`src/rtl/kpsd_pkg.sv`:
```
// Types and constants shared by the keypad scanner files.
`timescale 1ns / 1ps

package kpsd_pkg;

  typedef enum logic [1:0] {
    OP_SCAN  = 2'd0,
    OP_POP   = 2'd1,
    OP_CLEAR = 2'd2,
    OP_NONE  = 2'd3
  } op_t;

  localparam logic [0:0] REG_SHORT_PRESS = 1'b0;
  localparam logic [0:0] REG_LONG_PRESS  = 1'b1;

  localparam logic [7:0] SHORT_PRESS_RESET = 8'd5;
  localparam logic [7:0] LONG_PRESS_RESET  = 8'd25;
  localparam logic [7:0] COUNT_MAX         = 8'hFF;

  typedef struct packed {
    op_t        operation;
    logic [3:0] row_levels;
  } kp_in_t;

  typedef struct packed {
    logic [3:0] column_drive;
    logic       key_valid;
    logic [7:0] key_char;
    logic       key_long;
    logic [4:0] buffered_keys;
  } kp_out_t;

  typedef struct packed {
    logic       reported;
    logic [7:0] count;
  } key_state_t;

  typedef key_state_t [3:0] col_state_t;

  typedef struct packed {
    logic       is_long;
    logic [3:0] key;
  } q_entry_t;

  localparam logic [7:0] KEY_CHARS [16] = '{
    8'h31, 8'h32, 8'h33, 8'h41,
    8'h34, 8'h35, 8'h36, 8'h42,
    8'h37, 8'h38, 8'h39, 8'h43,
    8'h2A, 8'h30, 8'h23, 8'h44
  };

endpackage

```
`src/rtl/keypad_scan_debounce_fifo.sv`:
```
// Top level of the 4x4 keypad scanner with press counters and key FIFO.
//
// Usage: each input item carries an operation (scan tick, pop, clear) and the
// sampled row levels. A scan tick updates the four keys of the driven column
// and moves the drive to the next column; a pop returns the oldest key as an
// ASCII code with its long flag; a clear empties the key FIFO.
// Every accepted item yields exactly one result item on the output channel.
// The result is valid in the cycle after acceptance, from an output register.
// One item per cycle while results are taken, set by the per-column
// read-modify-write of the key state memory and the prefetched FIFO head read.
// Up to four keys enter the FIFO per tick through four interleaved banks.
// Configuration writes (short and long thresholds) take effect at once;
// cfg_ready is always high.
// Reset: column zero is driven, counters read as zero through
// per-column valid bits, the FIFO is empty, thresholds return to 5 and 25.
// When the receiver stalls, the result holds and in_ready drops until the
// result is taken; in_ready stays high while the output register drains.
`timescale 1ns / 1ps

module keypad_scan_debounce_fifo #(
  parameter int unsigned FIFO_DEPTH = 16
) (
  input  logic            clk,
  input  logic            rst,
  input  logic            in_valid,
  output logic            in_ready,
  input  kpsd_pkg::kp_in_t  in_data,
  output logic            out_valid,
  input  logic            out_ready,
  output kpsd_pkg::kp_out_t out_data,
  input  logic            cfg_valid,
  output logic            cfg_ready,
  input  logic [0:0]      cfg_index,
  input  logic [7:0]      cfg_data
);

  import kpsd_pkg::*;

  localparam int unsigned QSIZE = ((FIFO_DEPTH + 3) / 4) * 4;
  localparam int unsigned ROWS  = QSIZE / 4;
  localparam int unsigned PW    = $clog2(QSIZE);
  localparam int unsigned RW    = (ROWS > 1) ? $clog2(ROWS) : 1;
  localparam int unsigned FW    = $clog2(FIFO_DEPTH + 1);

  localparam logic [PW-1:0] PTR_LAST = PW'(QSIZE - 1);
  localparam logic [FW-1:0] FILL_MAX = FW'(FIFO_DEPTH);

  function automatic logic [PW-1:0] ptr_inc(input logic [PW-1:0] p);
    ptr_inc = (p == PTR_LAST) ? '0 : p + 1'b1;
  endfunction

  function automatic logic [RW-1:0] ptr_row(input logic [PW-1:0] p);
    ptr_row = RW'(p >> 2);
  endfunction

  logic [7:0]    short_ticks;
  logic [7:0]    long_ticks;
  logic [1:0]    scan_col;
  logic [1:0]    scan_col_next;
  logic [3:0]    col_valid;
  col_state_t    kmem [4];
  col_state_t    col_rd;
  col_state_t    col_cur;
  col_state_t    col_new;

  q_entry_t      qmem [4][ROWS];
  q_entry_t      q_rd [4];
  logic          fwd_hit;
  q_entry_t      fwd_data;
  q_entry_t      head_ent;

  logic [PW-1:0] head;
  logic [PW-1:0] head_next;
  logic [PW-1:0] tail;
  logic [PW-1:0] tail_next;
  logic [FW-1:0] fill;
  logic [FW-1:0] fill_next;

  logic [PW-1:0] push_pos;
  logic [FW-1:0] scan_fill;
  logic [3:0]    we;
  logic [RW-1:0] wrow  [4];
  q_entry_t      wdata [4];
  logic          fwd_hit_next;

  logic          accept;
  logic          do_scan;
  logic          pop_ok;
  kp_out_t       result;

  assign accept    = in_valid && in_ready;
  assign in_ready  = !out_valid || out_ready;
  assign cfg_ready = 1'b1;
  assign do_scan   = accept && (in_data.operation == OP_SCAN);
  assign pop_ok    = (in_data.operation == OP_POP) && (fill != '0);
  assign head_ent  = fwd_hit ? fwd_data : q_rd[head[1:0]];

  always_comb begin
    col_cur   = col_valid[scan_col] ? col_rd : '0;
    col_new   = col_cur;
    push_pos  = tail;
    scan_fill = fill;
    we        = '0;
    for (int b = 0; b < 4; b++) begin
      wrow[b]  = '0;
      wdata[b] = '0;
    end
    for (int r = 0; r < 4; r++) begin
      if (!in_data.row_levels[r]) begin
        if (col_new[r].count != COUNT_MAX) begin
          col_new[r].count = col_new[r].count + 1'b1;
        end
        if ((col_new[r].count >= long_ticks) && !col_new[r].reported) begin
          col_new[r].reported = 1'b1;
          if (scan_fill == FILL_MAX) begin
            col_new[r].count = '0;
          end else begin
            we[push_pos[1:0]]    = 1'b1;
            wrow[push_pos[1:0]]  = ptr_row(push_pos);
            wdata[push_pos[1:0]] = '{is_long: 1'b1, key: {2'(r), scan_col}};
            push_pos  = ptr_inc(push_pos);
            scan_fill = scan_fill + 1'b1;
          end
        end
      end else begin
        if ((col_new[r].count >= short_ticks) && !col_new[r].reported
            && (scan_fill == FILL_MAX)) begin
          col_new[r].reported = 1'b1;
        end else begin
          if ((col_new[r].count >= short_ticks) && !col_new[r].reported) begin
            we[push_pos[1:0]]    = 1'b1;
            wrow[push_pos[1:0]]  = ptr_row(push_pos);
            wdata[push_pos[1:0]] = '{is_long: 1'b0, key: {2'(r), scan_col}};
            push_pos  = ptr_inc(push_pos);
            scan_fill = scan_fill + 1'b1;
          end
          col_new[r].reported = 1'b0;
        end
        col_new[r].count = '0;
      end
    end
    we = do_scan ? we : 4'b0000;
  end

  always_comb begin
    scan_col_next = scan_col;
    head_next     = head;
    tail_next     = tail;
    fill_next     = fill;
    result        = '0;
    if (accept) begin
      case (in_data.operation)
        OP_SCAN: begin
          scan_col_next = scan_col + 1'b1;
          tail_next     = push_pos;
          fill_next     = scan_fill;
        end
        OP_POP: begin
          if (pop_ok) begin
            head_next = ptr_inc(head);
            fill_next = fill - 1'b1;
          end
        end
        OP_CLEAR: begin
          head_next = '0;
          tail_next = '0;
          fill_next = '0;
        end
        default: begin
        end
      endcase
    end
    result.column_drive  = ~(4'b0001 << scan_col_next);
    result.key_valid     = pop_ok;
    result.key_char      = pop_ok ? KEY_CHARS[head_ent.key] : 8'h00;
    result.key_long      = pop_ok && head_ent.is_long;
    result.buffered_keys = 5'(fill_next);
    fwd_hit_next = we[head_next[1:0]] && (wrow[head_next[1:0]] == ptr_row(head_next));
  end

  always_ff @(posedge clk) begin
    if (rst) begin
      short_ticks <= SHORT_PRESS_RESET;
      long_ticks  <= LONG_PRESS_RESET;
      scan_col    <= '0;
      col_valid   <= '0;
      head        <= '0;
      tail        <= '0;
      fill        <= '0;
      out_valid   <= 1'b0;
      fwd_hit     <= 1'b0;
    end else begin
      if (cfg_valid && cfg_ready) begin
        case (cfg_index)
          REG_SHORT_PRESS: short_ticks <= cfg_data;
          REG_LONG_PRESS:  long_ticks  <= cfg_data;
          default: begin
          end
        endcase
      end
      if (do_scan) begin
        col_valid[scan_col] <= 1'b1;
      end
      scan_col <= scan_col_next;
      head     <= head_next;
      tail     <= tail_next;
      fill     <= fill_next;
      fwd_hit  <= fwd_hit_next;
      if (accept) begin
        out_valid <= 1'b1;
      end else if (out_ready) begin
        out_valid <= 1'b0;
      end
    end
  end

  always_ff @(posedge clk) begin
    if (do_scan) begin
      kmem[scan_col] <= col_new;
    end
    col_rd <= kmem[scan_col_next];
  end

  always_ff @(posedge clk) begin
    for (int b = 0; b < 4; b++) begin
      if (we[b]) begin
        qmem[b][wrow[b]] <= wdata[b];
      end
      q_rd[b] <= qmem[b][ptr_row(head_next)];
    end
    fwd_data <= wdata[head_next[1:0]];
  end

  always_ff @(posedge clk) begin
    if (accept) begin
      out_data <= result;
    end
  end

  logic [PW:0] ptr_sum;
  logic [PW:0] ptr_wrap;

  assign ptr_sum  = {1'b0, head} + (PW + 1)'(fill);
  assign ptr_wrap = (ptr_sum >= (PW + 1)'(QSIZE)) ? ptr_sum - (PW + 1)'(QSIZE) : ptr_sum;

  a_fill_bound: assert property (@(posedge clk) disable iff (rst)
    fill <= FILL_MAX)
    else $error("key fifo fill above depth");

  a_ptr_consistent: assert property (@(posedge clk) disable iff (rst)
    ptr_wrap[PW-1:0] == tail)
    else $error("key fifo pointers disagree with fill");

  a_pop_drains: assert property (@(posedge clk) disable iff (rst)
    accept && (in_data.operation == OP_POP) && (fill != '0) |=> fill == $past(fill) - 1'b1)
    else $error("pop did not remove one item");

  a_clear_empties: assert property (@(posedge clk) disable iff (rst)
    accept && (in_data.operation == OP_CLEAR) |=> (fill == '0) && (head == tail))
    else $error("clear left items in key fifo");

  a_scan_advances: assert property (@(posedge clk) disable iff (rst)
    do_scan |=> scan_col == $past(scan_col) + 2'd1)
    else $error("scan tick did not advance column");

endmodule
```
`config.mk`:
```
export PLATFORM = sky130hd
export DESIGN_NAME = keypad_scan_debounce_fifo
export DESIGN_NICKNAME = d
export VERILOG_FILES = /design/src/rtl/kpsd_pkg.sv /design/src/rtl/keypad_scan_debounce_fifo.sv
export SDC_FILE = /design/constraint.sdc
export NUM_CORES = 1
export LEC_CHECK = 0
export BUFFER_PORTS_ARGS = -buffer_cell sky130_fd_sc_hd__buf_2
export CAP_MARGIN = 20
export CORE_ASPECT_RATIO = 1.2
export CORE_MARGIN = 2
export CORE_UTILIZATION = 35
export DETAILED_ROUTE_END_ITERATION = 8
export GPL_TIMING_DRIVEN = 0
export PLACE_DENSITY_LB_ADDON = 0.05
export SLEW_MARGIN = 20
export SYNTH_ARGS = -nofsm -noshare
export SYNTH_HDL_FRONTEND = slang
export SYNTH_SLANG_ARGS = --single-unit
```
`constraint.sdc`:
```
create_clock -name clk -period 13.7 [get_ports clk]
set_input_delay 1.37 -clock clk [delete_from_list [all_inputs] [get_ports clk]]
set_output_delay 1.37 -clock clk [all_outputs]
set_load 0.05 [all_outputs]
```
==> flow_metrics.tcl, run 1 <==
set metrics [dict create \
    status "finished clean" \
    relSlewSlack_pct 29.9 \
    synth_mux_area_share_pct 8.12 \
    hold_viol 0 \
    grt_max_degree 38 \
    dp_hpwl_um 38000 \
    fmax_ghz 0.0776 \
    p_int_mw 1.82 \
    setup_viol 0 \
    async_reset_ff_share_pct 0 \
    final_core_utilization_pct 40.0 \
    vias_per_cell 5.31 \
    first_iter_violations 641 \
    firstDrtPassIters 5 \
    clk-insertion-delay-late_ps 560 \
    r2r_slack_ps 810 \
    whs_endpoint "long_ticks[5]$_SDFFE_PP0P_" \
    worstMarginPinSlew_ps 1040 \
    vias 12316 \
    yosysWarningCount 0 \
    cts_resized 0 \
    rsz0062_at_grt "false" \
    synth_simple_gate_area_share_pct 14.4 \
    r2r_end "qmem[3][1]$_DFFE_PP_" \
    final_area_sq_mm 0.0201 \
    rows 90 \
    synthDistinctLibCells 92 \
    min_path_cells 2 \
    worstHoldStart "long_ticks[5]$_SDFFE_PP0P_" \
    synthTopCellsByArea "edfxtp_1, dfxtp_1, ha_1" \
    maxCapViolCount 0 \
    place_area_sq_mm 0.0188 \
    initial_core_util_pct 35.4 \
    synth.avg_cell_area_sq_um 11.4 \
    wire_per_inst_um 22.4 \
    crit_path_start_kind "flip-flop" \
    post_cts_buffers 0 \
    yosysTopAreaCell "edfxtp_1" \
    synthCells 1563 \
    hold-worst-slack_ps 455 \
    fp.dieW_um 210 \
    path_clk_slew_ps 60 \
    reg2reg_from "scan_col[0]$_SDFF_PP0_" \
    totalWireLength_um 52000 \
    fin_nets 1771 \
    path_common_cell "nor2_1" \
    power_frac_comb_pct 12.1 \
    netlist.area_leader.share_pct 40.9 \
    crit_family "compound AO/OA/AOI/OAI gates" \
    ant_nets 0 \
    drv_slew 0 \
    synth-edff-count 242 \
    core_area_sq_mm 0.0502 \
    ys_ff_latch 340 \
    setup.worst_path.class "flip-flop to flip-flop" \
    drive_above_1_share_pct 12.3 \
    leakage_nw 7.51 \
    grt_antenna_before_repair 1 \
    p_sw_share_pct 25.9 \
    port_buffers 37 \
    hp-class "flip-flop to flip-flop" \
    cts_max_level 2 \
    synthAdderAreaFrac_pct 7.54 \
    path_max_fanout 10 \
    powerDensity_mw_per_mm2 122 \
    drc 0 \
    cts_buffers 39 \
    synth_commonest_cells "edfxtp_1, nand2_1, ha_1" \
    grt_pass1_wl_um 78300 \
    ios 42 \
    skew_ps 16.9 \
    area_growth_pct 13.2 \
    gp_congestion 0.871 \
    first_global_vias 12462 \
    postCtsHoldBufs 0 \
    p_seq_share_pct 46.3 \
    min_period_ps 12890 \
    crit_buf_inv 11 \
    p_switching_mw 0.635 \
    fin_tns_setup_ps 0 \
    vdd_drop_max_uv 107 \
    clkPwrFrac_pct 41.6 \
    cp-end-kind "flip-flop" \
    die_h_um 251 \
    syn-cell-area_sq_mm 0.0178 \
    synth_top_family_by_area "simple AND/OR/NAND/NOR gates" \
    crit_required_ps 13890 \
    syn-num-nets 1690 \
    synthXorXnorAreaFrac_pct 2.26 \
    ys_seq_area_share_pct 52.0 \
    fin_total_pwr_mw 2.46 \
    clock-root-buffer "clkbuf_16" \
    synth_compound_area_share_pct 12.5 \
    worstPathArrival_ps 13080 \
    clock-sinks 340 \
    finalCritPeriodShare_pct 94.1 \
    globalRoute.totalOverflow 0 \
    die_area_sq_mm 0.0526 \
    cts_tree "done" \
    slowest_delay_ps 810 \
    ff2ff_path_depth 45 \
    grt_usage_pct 20.0 \
    ys.flop_type "edfxtp_1" \
    crit_slowest_cell "o31ai_1" \
    yosysMostFrequentCell "edfxtp_1" \
    cts_buffer_depth 3 \
]
worst max-delay path by stage:
stage,end,from,depth (start not counted)
2_1_floorplan,qmem[0][0]$_DFFE_PP_,scan_col[0]$_SDFF_PP0_,45
3_3_place_gp,qmem[3][1]$_DFFE_PP_,scan_col[0]$_SDFF_PP0_,45
3_5_place_dp,qmem[3][1]$_DFFE_PP_,scan_col[0]$_SDFF_PP0_,45
4_1_cts,qmem[3][1]$_DFFE_PP_,scan_col[0]$_SDFF_PP0_,45
5_1_grt,qmem[3][1]$_DFFE_PP_,scan_col[0]$_SDFF_PP0_,45
6_report,qmem[3][1]$_DFFE_PP_,scan_col[0]$_SDFF_PP0_,45
area by class of cell:
cell class / count / area, sq um
Buffer: 61 / 259
Tap cell: 644 / 806
Fill cell: 4862 / 30100
Clock buffer: 52 / 1130
Antenna cell: 1 / 2.50
Multi-Input combinational cell: 1081 / 7990
Sequential cell: 340 / 9230
Clock inverter: 19 / 129
Timing Repair Buffer: 40 / 260
Inverter: 81 / 304
cell families (layout without fill, tap and decap cells):
| logic type | count (synthesis) | count (layout) |
|---|---|---|
| adders and majority gates | 107 | 107 |
| and+or+nand+nor | 529 | 529 |
| other | 2 | 3 |
| muxes | 87 | 87 |
| buffers and inverters | 142 | 253 |
| xor gates and xnor gates | 45 | 45 |
| DFF | 340 | 340 |
| AOI/OAI and AO/OA | 311 | 311 |
worst register-to-register path: cells and delay by family (launching register included):
| family | cells | cell delay (ps) |
|---|---|---|
| multiplexers | 1 | 440 |
| flip-flops | 1 | 600 |
| AO/OA/AOI/OAI | 10 | 3490 |
| XOR/XNOR | 3 | 640 |
| adder cells (fa/ha/maj) | 5 | 1200 |
| AND/OR/NAND/NOR | 15 | 3290 |
| buffers and inverters | 11 | 2860 |
through the flow:
step	std cells	setup slack [ps]
finish	2319	810
CTS	2318	888
floorplan	1563	4290
global route	2319	162
detailed placement	2247	959
global placement	2244	1060
metal layers:
layer  GRT usage (%)  part of all wire, %
met5               0                    0
met4            8.09                  4.2
met3            2.60                  3.0
met2            36.4                   52
met1            23.8                   41
sequential cells by signal, summed over array words and instances (netlist names):
register     flops
out_data        18
short_ticks      8
qmem            80
col_rd          36
fill             5
fwd_hit          1
scan_col         2
out_valid        1
tail             4
head             4
fwd_data         5
kmem           144
col_valid        4
long_ticks       8
q_rd            20
placed cells by master, fill, tap and decap left out, drive strengths merged, types with 23 or more instances in the layout:
cell type / n
mux4: 42
clkbuf: 106
nand2: 200
mux2i: 34
xnor2: 39
nor2: 97
a211oi: 27
ha: 107
nand3: 41
o21ai: 53
nor2b: 37
buf: 47
nor3: 23
a21oi: 77
dfxtp: 98
and2: 52
inv: 84
a31oi: 28
edfxtp: 242
power groups by stage:
| stage | Sequential, mW | Combinational (mW) | Clock (mW) |
|---|---|---|---|
| after global routing | 1.14 | 0.330 | 1.10 |
| after global placement | 1.16 | 0.293 | 0 |
| final | 1.14 | 0.297 | 1.02 |
| after CTS | 1.14 | 0.299 | 1.06 |
| after detailed placement | 1.16 | 0.297 | 0 |
| after floorplan | 1.16 | 0.199 | 0 |
No activity file was read; power rests on OpenSTA's default activity.
==> run 2, diff against run 1 <==
--- a/config.mk
+++ b/config.mk
@@ -10,6 +10,7 @@
 export CORE_ASPECT_RATIO = 1.2
 export CORE_MARGIN = 2
 export CORE_UTILIZATION = 35
+export CTS_BUF_LIST = sky130_fd_sc_hd__clkbuf_8
 export DETAILED_ROUTE_END_ITERATION = 8
 export GPL_TIMING_DRIVEN = 0
 export PLACE_DENSITY_LB_ADDON = 0.05
==> run 2 against run 1 <==
Net effect:
- register-to-register slack is essentially flat
- count of clock-buffer cells in the layout grew 11
- non-clock buffer count is the same
- critical path type unchanged
- largest cell class unchanged
- largest power group unchanged
==> flow_metrics.tcl, run 2 (synthesis results as in run 1) <==
set metrics [dict create \
    fin_nets 1788 \
    whs_endpoint "long_ticks[7]$_SDFFE_PP0P_" \
    rows 90 \
    postCtsHoldBufs 0 \
    min_period_ps 12900 \
    cts_resized 0 \
    setup_viol 0 \
    ff2ff_path_depth 45 \
    reg2reg_from "scan_col[0]$_SDFF_PP0_" \
    drv_slew 0 \
    totalWireLength_um 52100 \
    place_area_sq_mm 0.0188 \
    wire_per_inst_um 22.1 \
    final_area_sq_mm 0.0200 \
    area_growth_pct 12.7 \
    grt_pass1_wl_um 78500 \
    drive_above_1_share_pct 13.3 \
    grt_max_degree 38 \
    path_max_fanout 10 \
    core_area_sq_mm 0.0502 \
    skew_ps 62.5 \
    status "finished clean" \
    worstPathArrival_ps 13190 \
    ant_nets 0 \
    grt_usage_pct 20.0 \
    cts_max_level 2 \
    first_iter_violations 705 \
    fill_cells 4912 \
    crit_slowest_cell "o31ai_1" \
    cts_tree "done" \
    crit_path_start_kind "flip-flop" \
    largest_reg_flops 144 \
    hold_viol 0 \
    finalCritPeriodShare_pct 94.2 \
    hp-class "flip-flop to flip-flop" \
    clk-insertion-delay-late_ps 670 \
    r2r_end "qmem[3][3]$_DFFE_PP_" \
    gp_congestion 0.871 \
    post_cts_buffers 0 \
    first_global_vias 12608 \
    leakage_nw 7.54 \
    firstDrtPassIters 5 \
    final_core_utilization_pct 39.9 \
    final_common_cell "edfxtp_1" \
    ios 42 \
    vias 12387 \
    fin_tns_setup_ps 0 \
    relSlewSlack_pct 30.9 \
    rsz0062_at_grt "false" \
    globalRoute.totalOverflow 0 \
    die_h_um 251 \
    min_path_cells 2 \
    r2r_slack_ps 800 \
    path_clk_slew_ps 60 \
    fp.dieW_um 210 \
    vias_per_cell 5.26 \
    final_cells 2355 \
    cts_buffers 56 \
    port_buffers 37 \
    maxCapViolCount 0 \
    die_area_sq_mm 0.0526 \
    layout_common_cells "edfxtp_1, nand2_1, ha_1" \
    dp.cells 2247 \
    worstMarginPinSlew_ps 1030 \
    slowest_delay_ps 820 \
    cp-end-kind "flip-flop" \
    clock-root-buffer "clkbuf_8" \
    vdd_drop_max_uv 79.1 \
    drc 0 \
    path_common_cell "nor2_1" \
    powerDensity_mw_per_mm2 118 \
    clock-sinks 340 \
    crit_required_ps 13990 \
    worstHoldStart "long_ticks[7]$_SDFFE_PP0P_" \
    dp_hpwl_um 38000 \
    setup.worst_path.class "flip-flop to flip-flop" \
    grt_antenna_before_repair 2 \
    cts_buffer_depth 3 \
    fmax_ghz 0.0775 \
    largest-register "kmem" \
    initial_core_util_pct 35.4 \
    fin_total_pwr_mw 2.35 \
]
==> run 2: changes by cell type in the layout (fill, tap and decap cells not counted), sizes merged <==
cell and change:
clkinvlp +3, clkinv +4, inv +14, diode +1, bufinv +3, clkbuf +11
==> run 2: metrics by stage <==
stage	setup slack [ps]	hold slack [ps]
after detailed placement	959	446
after floorplan	4290	435
after global routing	174	467
after global placement	1060	441
final	801	455
after CTS	906	455
==> run 2: routing by layer <==
metal / up-vias / track usage [%] / wire [um]
met4: 0 / 8.37 / 2180
met5: - / 0 / 0
met3: 98 / 2.84 / 1750
met2: 263 / 36.4 / 27000
met1: 6064 / 23.5 / 21200
li1: 5962 / - / -
==> run 2: cell type report <==
cell class / instances / area (sq um) / area share, %
Multi-Input combinational cell: 1081 / 7990 / 39.9
Inverter: 81 / 304 / 1.52
Sequential cell: 340 / 9230 / 46.1
Buffer: 61 / 259 / 1.29
Timing Repair Buffer: 40 / 260 / 1.30
Clock inverter: 43 / 302 / 1.51
Clock buffer: 63 / 867 / 4.33
Tap cell: 644 / 806 / 4.02
Antenna cell: 2 / 5.00 / 0.0250
==> run 2: worst max path at each step <==
stage | startpoint | end
after global placement | scan_col[0]$_SDFF_PP0_ | qmem[3][1]$_DFFE_PP_
after global routing | scan_col[0]$_SDFF_PP0_ | qmem[3][3]$_DFFE_PP_
after CTS | scan_col[0]$_SDFF_PP0_ | qmem[3][3]$_DFFE_PP_
final | scan_col[0]$_SDFF_PP0_ | qmem[3][3]$_DFFE_PP_
after detailed placement | scan_col[0]$_SDFF_PP0_ | qmem[3][1]$_DFFE_PP_
after floorplan | scan_col[0]$_SDFF_PP0_ | qmem[0][0]$_DFFE_PP_
==> run 2: power by group <==
part / switching [mW] / internal (mW) / leakage (nW)
logic: 0.196 / 0.101 / 3.78
registers: 0.0140 / 1.12 / 3.11
clock network: 0.421 / 0.498 / 0.648
total: 0.632 / 1.72 / 7.54
==> run 2: worst max-delay path: cells and delay by family, from the launching register on <==
| family | cells | cell delay (ps) |
|---|---|---|
| and+or+nand+nor | 15 | 3280 |
| adders and majority gates | 5 | 1210 |
| buffers and inverters | 11 | 2840 |
| DFF | 1 | 590 |
| AOI/OAI and AO/OA | 10 | 3500 |
| muxes | 1 | 430 |
| xor gates and xnor gates | 3 | 640 |
==> run 3, diff against run 2 <==
--- a/config.mk
+++ b/config.mk
@@ -9,7 +9,7 @@
 export CAP_MARGIN = 20
 export CORE_ASPECT_RATIO = 1.2
 export CORE_MARGIN = 2
-export CORE_UTILIZATION = 35
+export CORE_UTILIZATION = 27
 export CTS_BUF_LIST = sky130_fd_sc_hd__clkbuf_8
 export DETAILED_ROUTE_END_ITERATION = 8
 export GPL_TIMING_DRIVEN = 0
==> constraint.sdc (replaced) <==
create_clock -name clk -period 11.07 [get_ports clk]
set_input_delay 1.107 -clock clk [delete_from_list [all_inputs] [get_ports clk]]
set_output_delay 1.107 -clock clk [all_outputs]
set_load 0.05 [all_outputs]
==> run 3 against run 2 <==
Net effect:
- sequential share of layout area fell by 1.3 points
- wire length rose by 8.2%
- fmax rose by 24%
- count of clock-buffer cells in the layout rose by 8
- flip-flop and latch count did not move
- via count rose by 0.12%
- non-clock buffer count rose by 10
- die area rose by 29%
- critical path depth did not move
- setup slack got worse by 160 ps
- cell area rose by 3.1%
- critical path type unchanged
==> flow_metrics.tcl, run 3 (synthesis results as in run 1) <==
set metrics [dict create \
    hold-worst-slack_ps 455 \
    worstMarginPinSlew_ps 1000 \
    port_buffers 37 \
    drv_slew 0 \
    setup_slack_ps 643 \
    initial_core_util_pct 27.1 \
    relSlewSlack_pct 33.3 \
    cp-end-kind "flip-flop" \
    cts_tree "done" \
    final_common_cell "edfxtp_1" \
    cts_max_level 2 \
    grt_max_degree 37 \
    final_core_utilization_pct 31.5 \
    post-place-ws_ps -1950 \
    rows 103 \
    path_common_cell "nor2_1" \
    largest-register "kmem" \
    crit_required_ps 11400 \
    fmax_ghz 0.0959 \
    vias_per_cell 4.83 \
    cts_buffers 61 \
    maxCapViolCount 0 \
    grt_pass1_wl_um 83800 \
    setup_viol 0 \
    vdd_drop_max_uv 76.2 \
    first_iter_violations 710 \
    path_clk_slew_ps 70 \
    die_h_um 285 \
    leakage_nw 7.71 \
    drc 0 \
    min_period_ps 10430 \
    grt_antenna_before_repair 2 \
    gp_congestion 0.823 \
    setup.worst_path.class "flip-flop to flip-flop" \
    worstPathArrival_ps 10760 \
    hp-class "flip-flop to flip-flop" \
    finalCritPeriodShare_pct 94.2 \
    core_area_sq_mm 0.0655 \
    skew_ps 53.2 \
    vias 12402 \
    layout_common_cells "edfxtp_1, nand2_1, ha_1" \
    clk-insertion-delay-late_ps 680 \
    largest_reg_flops 144 \
    powerDensity_mw_per_mm2 146 \
    drive_above_1_share_pct 15.4 \
    path_max_fanout 19 \
    crit_path_start_kind "flip-flop" \
    status "finished clean" \
    grt_usage_pct 16.7 \
    rsz0062_at_grt "false" \
    ant_nets 0 \
    fp.dieW_um 238 \
    globalRoute.totalOverflow 0 \
    clock-sinks 340 \
    totalWireLength_um 56400 \
    crit_slowest_cell "mux4_2" \
    area_growth_pct 16.2 \
    firstDrtPassIters 5 \
    first_global_vias 12857 \
    cts_buffer_depth 3 \
    clock-root-buffer "clkbuf_8" \
    dp_hpwl_um 41700 \
    ios 42 \
    hold_viol 0 \
    wire_per_inst_um 21.9 \
    slowest_delay_ps 620 \
    die_area_sq_mm 0.0679 \
    fin_nets 1803 \
]
==> run 3: changes by cell type in the layout (fill, tap and decap cells not counted), sizes merged <==
| cell | delta |
|---|---|
| clkinvlp | -1 |
| buf | +11 |
| diode | -1 |
| clkbuf | +7 |
| clkinv | -1 |
| inv | +4 |
==> run 3: worst max-delay path, delay by kind of cell, from the launching register on <==
family	cells	cell delay, ps
xor gates and xnor gates	1	170
DFF	1	440
and+or+nand+nor	17	3430
adders and majority gates	5	1170
AOI/OAI and AO/OA	10	2120
muxes	2	1040
buffers and inverters	10	1700
==> run 3: routing by layer <==
metal | share of wire, % | track usage (%)
met3 | 3.3 | 2.79
met1 | 41 | 19.7
met5 | 0 | 0
met4 | 3.0 | 5.80
met2 | 52 | 30.5
==> run 3: metrics by stage <==
step	cell area (sq um)	std cells	setup TNS (ps)	power, mW
after global placement	19000	2440	-207670	1.81
after detailed placement	19100	2444	-188150	1.81
after floorplan	17800	1563	0	1.69
after CTS	20600	2567	0	3.08
after global routing	20600	2570	0	3.17
final	20600	2570	0	3.02
==> run 3: where the power goes <==
part	total, mW	internal [mW]	switching [mW]
Clock	1.22	0.677	0.546
Sequential	1.41	1.39	0.0178
Combinational	0.389	0.133	0.256
==> run 3: path summary, 6_finish.rpt <==
check | from | end | slack, ps | cells past startpoint
min reg2reg | short_ticks[6]$_SDFFE_PP0P_ | short_ticks[6]$_SDFFE_PP0P_ | 460 | 2
max reg2reg | scan_col[0]$_SDFF_PP0_ | qmem[3][5]$_DFFE_PP_ | 640 | 45
min | short_ticks[6]$_SDFFE_PP0P_ | short_ticks[6]$_SDFFE_PP0P_ | 460 | 2
max | scan_col[0]$_SDFF_PP0_ | qmem[3][5]$_DFFE_PP_ | 640 | 45
==> run 3: cell type report <==
class | instances | area (sq um)
inverter | 81 | 304
sequential | 340 | 9230
clock inverter | 45 | 298
clock buffer | 71 | 977
buffer | 60 | 265
tap | 840 | 1050
fill | 6808 | 44800
antenna | 1 | 2.50
timing repair buffer | 51 | 349
multi-input combinational | 1081 | 8150
==> run 3: repair_timing <==
| action | CTS | global route |
|---|---|---|
| hold buffers | 0 | 0 |
| resized for setup | 32 | 11 |
| setup buffers | 7 | 1 |
| pin swaps | 5 | 3 |
| endpoints found under the setup margin | 214 | 150 |
